$ cat config.mk
export PLATFORM = sky130hd
export DESIGN_NAME = double_ended_queue_core
export DESIGN_NICKNAME = d
export VERILOG_FILES = /design/src/hw/rtl/deq_pkg.sv /design/src/hw/rtl/deq_cell.sv /design/src/hw/rtl/double_ended_queue_core.sv
export SDC_FILE = /design/constraint.sdc
export NUM_CORES = 1
export LEC_CHECK = 0
export BUFFER_PORTS_ARGS = -buffer_cell sky130_fd_sc_hd__buf_2
export CORE_ASPECT_RATIO = 1.75
export CORE_MARGIN = 10
export CORE_UTILIZATION = 35
export CTS_CLUSTER_DIAMETER = 120
export DETAILED_ROUTE_END_ITERATION = 10
export GPL_TIMING_DRIVEN = 0
export HOLD_SLACK_MARGIN = 0.06
export PLACE_DENSITY_LB_ADDON = 0.08
export SETUP_SLACK_MARGIN = 0.15
export SYNTH_ARGS = -nofsm -noshare
export SYNTH_HDL_FRONTEND = slang
export SYNTH_HIERARCHICAL = 1
export SYNTH_SLANG_ARGS = --single-unit
$ cat constraint.sdc
create_clock -name aclk -period 9.78 [get_ports aclk]
set_input_delay 0.489 -clock aclk [delete_from_list [all_inputs] [get_ports aclk]]
set_output_delay 0.489 -clock aclk [all_outputs]
set_load 0.1 [all_outputs]
$ cat src/hw/rtl/deq_pkg.sv
// deq_pkg: shared types, sizes and codes of the double-ended queue core
// used by deq_cell, double_ended_queue_core and deq_checker
// no dependencies

package deq_pkg;

    // number of elements the row of cells can hold
    localparam int DEPTH = 16;

    // widths derived from the depth
    localparam int IDX_W  = $clog2(DEPTH);
    localparam int CNT_W  = $clog2(DEPTH + 1);
    localparam int DATA_W = 32;

    // item layout on the streams
    localparam int FUNC_W    = 3;
    localparam int STATUS_W  = 2;
    localparam int IN_BITS   = FUNC_W + DATA_W;
    localparam int OUT_BITS  = DATA_W + STATUS_W + CNT_W;
    localparam int IN_TDW    = ((IN_BITS + 7) / 8) * 8;
    localparam int OUT_TDW   = ((OUT_BITS + 7) / 8) * 8;

    // operation codes carried by an input item
    typedef enum logic [FUNC_W-1:0] {
        FUNC_PUSH_FRONT = 3'd0,
        FUNC_PUSH_BACK  = 3'd1,
        FUNC_POP_FRONT  = 3'd2,
        FUNC_POP_BACK   = 3'd3,
        FUNC_PEEK_FRONT = 3'd4,
        FUNC_PEEK_BACK  = 3'd5,
        FUNC_CLEAR      = 3'd6
    } func_t;

    // status codes of a result item
    typedef enum logic [STATUS_W-1:0] {
        STATUS_OK    = 2'd0,
        STATUS_EMPTY = 2'd1,
        STATUS_FULL  = 2'd2
    } status_t;

    // what every cell of the row does when clocked
    typedef enum logic [1:0] {
        CELL_HOLD       = 2'd0,
        CELL_SHIFT_IN   = 2'd1,
        CELL_SHIFT_OUT  = 2'd2,
        CELL_WRITE_BACK = 2'd3
    } cell_op_t;

    // control broadcast from the top level to the row of cells
    typedef struct packed {
        cell_op_t         op;
        logic [CNT_W-1:0] count;
    } cell_ctrl_t;

endpackage

$ cat src/hw/rtl/deq_cell.sv
// deq_cell: one storage cell of the deque row, holds one element
// shifts toward the back on a front push, toward the front on a front pop
// depends on deq_pkg

module deq_cell (
    input  logic                        aclk,
    input  deq_pkg::cell_ctrl_t         ctrl,
    input  logic [deq_pkg::IDX_W-1:0]   cell_idx,
    input  logic [deq_pkg::DATA_W-1:0]  left_data,
    input  logic [deq_pkg::DATA_W-1:0]  right_data,
    input  logic [deq_pkg::DATA_W-1:0]  push_value,
    output logic [deq_pkg::DATA_W-1:0]  data_out,
    output logic [deq_pkg::DATA_W-1:0]  back_tap
);

    logic [deq_pkg::DATA_W-1:0] data_reg;
    logic [deq_pkg::DATA_W-1:0] data_next;
    logic [deq_pkg::CNT_W-1:0]  idx_ext;
    logic                       is_back;
    logic                       is_tail;

    assign idx_ext = deq_pkg::CNT_W'(cell_idx);
    // this cell holds the back element
    assign is_back = (idx_ext == ctrl.count - deq_pkg::CNT_W'(1));
    // this cell is the first free slot behind the back element
    assign is_tail = (idx_ext == ctrl.count);

    // next content from the neighbors or the pushed item
    always_comb begin
        data_next = data_reg;
        unique case (ctrl.op)
            deq_pkg::CELL_HOLD:       data_next = data_reg;
            deq_pkg::CELL_SHIFT_IN:   data_next = left_data;
            deq_pkg::CELL_SHIFT_OUT:  data_next = right_data;
            deq_pkg::CELL_WRITE_BACK: data_next = is_tail ? push_value : data_reg;
            default:                  data_next = data_reg;
        endcase
    end

    // element storage, no reset needed
    always_ff @(posedge aclk) begin
        data_reg <= data_next;
    end

    assign data_out = data_reg;
    assign back_tap = is_back ? data_reg : '0;

endmodule

$ cat src/hw/rtl/double_ended_queue_core.sv
// double_ended_queue_core: bounded deque built as a row of deq_cell elements
// a result item appears on the cycle after its input item is accepted
// throughput: one item per cycle; every cell of the row updates in the same cycle
// the result register holds one item, so input stalls only while it is not taken
// reset: synchronous active-low aresetn empties the deque and drops the result
// depends on deq_pkg and deq_cell

module double_ended_queue_core (
    input  logic                          aclk,
    input  logic                          aresetn,
    input  logic                          s_tvalid,
    output logic                          s_tready,
    // [2:0] func, [34:3] value, upper bits zero
    input  logic [deq_pkg::IN_TDW-1:0]    s_tdata,
    output logic                          m_tvalid,
    input  logic                          m_tready,
    // [31:0] read_value, [33:32] status, [38:34] occupancy, upper bits zero
    output logic [deq_pkg::OUT_TDW-1:0]   m_tdata
);

    localparam int D = deq_pkg::DEPTH;

    logic [deq_pkg::CNT_W-1:0]    count_reg;
    logic [deq_pkg::CNT_W-1:0]    count_next;
    logic                         m_valid_reg;
    logic                         m_valid_next;
    logic [deq_pkg::OUT_BITS-1:0] m_data_reg;
    logic [deq_pkg::OUT_BITS-1:0] m_data_next;

    logic                         accept;
    logic [deq_pkg::FUNC_W-1:0]   func;
    logic [deq_pkg::DATA_W-1:0]   value;
    logic                         full;
    logic                         empty;
    deq_pkg::cell_ctrl_t          ctrl;
    logic [deq_pkg::DATA_W-1:0]   rd_value;
    deq_pkg::status_t             status;
    logic [deq_pkg::DATA_W-1:0]   back_value;

    logic [deq_pkg::DATA_W-1:0]   cell_data [D];
    logic [deq_pkg::DATA_W-1:0]   cell_back [D];
    logic [deq_pkg::DATA_W-1:0]   cell_left [D];
    logic [deq_pkg::DATA_W-1:0]   cell_right[D];

    assign func   = s_tdata[deq_pkg::FUNC_W-1:0];
    assign value  = s_tdata[deq_pkg::IN_BITS-1:deq_pkg::FUNC_W];
    assign accept = s_tvalid && s_tready;
    assign full   = (count_reg == deq_pkg::CNT_W'(D));
    assign empty  = (count_reg == '0);

    // input side frees as soon as the result register drains
    assign s_tready = !m_valid_reg || m_tready;

    // back element picked from the cell whose tap is live
    always_comb begin
        back_value = '0;
        for (int i = 0; i < D; i++) begin
            back_value = back_value | cell_back[i];
        end
    end

    // operation decode: cell command, new count, result fields
    always_comb begin
        ctrl.op    = deq_pkg::CELL_HOLD;
        ctrl.count = count_reg;
        count_next = count_reg;
        rd_value   = '0;
        status     = deq_pkg::STATUS_OK;
        if (accept) begin
            unique case (func)
                deq_pkg::FUNC_PUSH_FRONT: begin
                    if (full) begin
                        status = deq_pkg::STATUS_FULL;
                    end else begin
                        ctrl.op    = deq_pkg::CELL_SHIFT_IN;
                        count_next = count_reg + deq_pkg::CNT_W'(1);
                    end
                end
                deq_pkg::FUNC_PUSH_BACK: begin
                    if (full) begin
                        status = deq_pkg::STATUS_FULL;
                    end else begin
                        ctrl.op    = deq_pkg::CELL_WRITE_BACK;
                        count_next = count_reg + deq_pkg::CNT_W'(1);
                    end
                end
                deq_pkg::FUNC_POP_FRONT: begin
                    if (empty) begin
                        status = deq_pkg::STATUS_EMPTY;
                    end else begin
                        rd_value   = cell_data[0];
                        ctrl.op    = deq_pkg::CELL_SHIFT_OUT;
                        count_next = count_reg - deq_pkg::CNT_W'(1);
                    end
                end
                deq_pkg::FUNC_POP_BACK: begin
                    if (empty) begin
                        status = deq_pkg::STATUS_EMPTY;
                    end else begin
                        rd_value   = back_value;
                        count_next = count_reg - deq_pkg::CNT_W'(1);
                    end
                end
                deq_pkg::FUNC_PEEK_FRONT: begin
                    if (empty) begin
                        status = deq_pkg::STATUS_EMPTY;
                    end else begin
                        rd_value = cell_data[0];
                    end
                end
                deq_pkg::FUNC_PEEK_BACK: begin
                    if (empty) begin
                        status = deq_pkg::STATUS_EMPTY;
                    end else begin
                        rd_value = back_value;
                    end
                end
                deq_pkg::FUNC_CLEAR: begin
                    count_next = '0;
                end
                default: begin
                    count_next = count_reg;
                end
            endcase
        end
    end

    // result register next value
    always_comb begin
        m_valid_next = m_valid_reg;
        m_data_next  = m_data_reg;
        if (accept) begin
            m_valid_next = 1'b1;
            m_data_next  = {count_next, status, rd_value};
        end else if (m_tready) begin
            m_valid_next = 1'b0;
        end
    end

    // control state
    always_ff @(posedge aclk) begin
        if (!aresetn) begin
            count_reg   <= '0;
            m_valid_reg <= 1'b0;
        end else begin
            count_reg   <= count_next;
            m_valid_reg <= m_valid_next;
        end
    end

    // result payload
    always_ff @(posedge aclk) begin
        m_data_reg <= m_data_next;
    end

    assign m_tvalid = m_valid_reg;
    assign m_tdata  = deq_pkg::OUT_TDW'(m_data_reg);

    // row of cells, front at cell zero
    for (genvar i = 0; i < D; i++) begin : g_cell
        if (i == 0) begin : g_first
            assign cell_left[i] = value;
        end else begin : g_mid
            assign cell_left[i] = cell_data[i-1];
        end
        if (i == D - 1) begin : g_last
            assign cell_right[i] = '0;
        end else begin : g_inner
            assign cell_right[i] = cell_data[i+1];
        end

        deq_cell u_cell (
            .aclk       (aclk),
            .ctrl       (ctrl),
            .cell_idx   (deq_pkg::IDX_W'(i)),
            .left_data  (cell_left[i]),
            .right_data (cell_right[i]),
            .push_value (value),
            .data_out   (cell_data[i]),
            .back_tap   (cell_back[i])
        );
    end

endmodule

==> flow_metrics.tcl <==
set metrics [dict create \
    status "complete, but fails checks" \
    violations "capacitance limit, slew limit" \
    critPathLaunch "count_reg[0]" \
    cp-start-kind "flop" \
    first_pass_iters 7 \
    cp_cell_sequence "clkbuf_1 > inv_1 > ha_1 > nor4b_4 > nor2_1 > a31oi_1 > nor4_2 > buf_4 > buf_6 > buf_4 > buf_4 > buf_4 > buf_4 > clkbuf_1 > clkbuf_1 > a21oi_4 > buf_16" \
    layout_commonest_cell "nor2_1" \
    yosysWarnings 6 \
    cts-root-buf "clkbuf_16" \
    port_buffers 78 \
    whs_path_depth 3 \
    cp_max_fo 18 \
    ant_nets 0 \
    relSlewSlack -0.116 \
    clock.fmax_mhz 197 \
    grt_max_degree 65 \
    synthSimpleGateAreaFrac 0.284 \
    clkPwrFrac 0.370 \
    synth_cells 4078 \
    rr_worst_depth 17 \
    synth_ff_type "edfxtp_1" \
    avgViaCountPerCell 5.54 \
    critPathMostFrequentCell "buf_4" \
    synth_largest_area_cell "edfxtp_1" \
    critPathCaptureType "flop" \
    synth_edf_count 551 \
    ios 86 \
    maxSlewViolCount 8 \
    ir_drop_v 0.000149 \
    post_cts_buffers 0 \
    cp.arrival_ps 5500 \
    power_frac_comb 0.200 \
    post_drt_wl_per_cell_um 28.7 \
    drv_cap 5 \
    final_cell_mix "nor2_1, edfxtp_1, a21oi_1" \
    finClkSkew_ps 51.0 \
    hold_violations 0 \
    postSynthAreaPerCell_um2 10.0 \
    synth_cell_type_count 49 \
    path_class "flop to flop" \
    track_usage 0.253 \
    area.growth.synth_to_final_pct 14.0 \
    slowest_stage "clkbuf_1" \
    finalCritPeriodShare 0.520 \
    place_congestion 0.880 \
    die_y_um 473 \
    die-area_um2 132000 \
    rr_endpoint "g_cell[15].u_cell/data_out[29]" \
    multi_input_area_um2 22600 \
    regArea_um2 16700 \
    cts_num_sinks 557 \
    synth-xor-area-share 0.0239 \
    largest_register_ff_count 512 \
    power_switching_share 0.328 \
    whs_endpoint "m_tvalid" \
    ys_async_sr_fraction 0 \
    fp-row-count 166 \
    drive_above_1_share 0.330 \
    core_um2 117000 \
    synth_area_leaders "edfxtp_1, mux2i_1, nand3_2" \
    grt_pass1_vias 34200 \
    die_w_um 279 \
    synth_compound_area_frac 0.0941 \
    rsz0062_at_grt "no" \
    cp.required_ps 10200 \
    fin_crit_ps 5080 \
    cp_top_family "buffers and inverters" \
    p_sw_mw 2.20 \
    placed_cells 5850 \
    synthAdderAreaFrac 0.00550 \
    yosysSeqAreaShare 0.407 \
    synth-seq-cells 557 \
    grt.overflow.total 0 \
    setup_viol_count_final 0 \
    clk_pin_slew_ps 70 \
    antenna_found_initial 4 \
    netlist_area_um2 41000 \
    drc 0 \
    power.static_leakage_nw 14.1 \
    sequentialPowerShare 0.430 \
    fin_cells 5965 \
    nNetsFinal 4463 \
    htree_levels 2 \
    synth_top_family_by_area "simple AND/OR/NAND/NOR gates" \
    post_cts_resized 0 \
    dp_hpwl_mm 136 \
    vias 33100 \
    clk_latency_ps 700 \
    r2r_slack_ps 4700 \
    routed_wl_mm 171 \
    p_int_mw 4.50 \
    grt_pass1_wl_mm 242 \
    clockBufferDepth 3 \
    crit_buf_inv 11 \
    place_ws_ps 4750 \
    synth_mux_area_frac 0.125 \
    hold_path_startpoint "s_tvalid" \
    layout_setup_ws_ps 4700 \
    max_slew.worst_pin.slew_ps 1660 \
    timing.critical_path.slowest_cell_delay_ps 600 \
    cts_tree "built" \
    synth_top_area_share 0.404 \
    r2r_start "count_reg[0]" \
    start_util 0.352 \
    fillers 11800 \
    initialDrtViolationCount 2466 \
    hp-class "input port to flop" \
    p_per_area_nw_per_um2 143 \
    cts_buffers 60 \
]
-- layer usage --
metal / up-vias / part of all wire / global-route usage
li1: 15200 / - / -
met2: 892 / 0.53 / 0.475
met3: 300 / 0.032 / 0.0208
met5: - / 0 / 0
met4: 0 / 0.075 / 0.168
met1: 16700 / 0.36 / 0.266
-- worst max path at each step --
stage,to,slack (ps),cells past startpoint
6_report,g_cell[15].u_cell/data_out[29],4700,17
5_1_grt,g_cell[13].u_cell/data_out[20],4400,17
4_1_cts,g_cell[15].u_cell/data_out[23],4690,14
3_5_place_dp,g_cell[15].u_cell/data_out[29],4750,14
3_3_place_gp,g_cell[4].u_cell/data_out[20],-6300,10
2_1_floorplan,g_cell[0].u_cell/data_out[0],1830,10
-- area by class of cell --
type	count	share of cell area
Antenna cell	1	0.0000536
Buffer	333	0.0445
Clock buffer	67	0.0332
Clock inverter	46	0.00994
Inverter	102	0.00820
Multi-Input combinational cell	3229	0.484
Sequential cell	557	0.357
Tap cell	1512	0.0405
Timing Repair Buffer	118	0.0226
-- Yosys cell counts (2+ instances only) --
cell type / number
a211oi_4: 16
a21oi_1: 532
a22o_1: 32
a31oi_1: 3
a32oi_1: 16
and2_1: 3
buf_1: 32
buf_2: 72
buf_4: 98
buf_6: 49
clkbuf_1: 82
conb_1: 2
dfxtp_1: 6
edfxtp_1: 551
ha_1: 18
inv_1: 102
mux2i_1: 512
nand2_1: 20
nand3_1: 36
nand3_2: 480
nand3b_1: 16
nand4_1: 33
nor2_1: 569
nor2_2: 480
nor2b_1: 2
nor3_1: 3
nor3_2: 17
nor4_1: 129
o21ai_0: 35
o31ai_1: 3
o41a_1: 16
xnor2_1: 50
xor2_1: 32
xor2_2: 16
-- logic make-up after synthesis --
kind of cell,Yosys count
AO/OA/AOI/OAI,659
AND/OR/NAND/NOR,1797
adder cells (fa/ha/maj),18
flip-flops,557
XOR/XNOR,98
buffers and inverters,435
multiplexers,512
other,2
-- power by group through the flow --
| stage | logic (mW) | clock network [mW] | registers (mW) |
|---|---|---|---|
| 2_1_floorplan | 0.868 | 0 | 2.93 |
| 3_3_place_gp | 1.28 | 0 | 2.95 |
| 3_5_place_dp | 1.33 | 0 | 2.93 |
| 4_1_cts | 1.33 | 2.53 | 2.88 |
| 5_1_grt | 1.43 | 2.61 | 2.88 |
| 6_report | 1.34 | 2.48 | 2.88 |
-- worst reg2reg max path, cell delays in order, from the launching register on --
cell and delay [ps]:
dfxtp_4 560, clkbuf_1 360, inv_1 90, ha_1 290, nor4b_4 190, nor2_1 120
a31oi_1 50, nor4_2 270, buf_4 260, buf_6 160, buf_4 190, buf_4 200
buf_4 200, buf_4 190, clkbuf_1 430, clkbuf_1 600, a21oi_4 360, buf_16 270
-- through the flow --
| step | total power [mW] | setup TNS (ps) | hold slack (ps) | utilization | area (um2) |
|---|---|---|---|---|---|
| after floorplan | 3.80 | 0 | 570 | - | 41500 |
| after global placement | 4.23 | -4534630 | 616 | 0.376 | 43800 |
| after detailed placement | 4.26 | 0 | 656 | 0.383 | 44700 |
| after CTS | 6.74 | 0 | 61.6 | 0.401 | 46700 |
| after global routing | 6.92 | 0 | 123 | 0.401 | 46700 |
| final | 6.70 | 0 | 104 | 0.401 | 46700 |
-- what timing repair did --
| action | 4_1_cts | 5_1_grt |
|---|---|---|
| setup endpoints to repair | 0 | 0 |
| endpoints found under the hold margin | 4 | 0 |
| hold buffers | 1 | 0 |
Note: power is estimated with default switching activity, not from simulation.
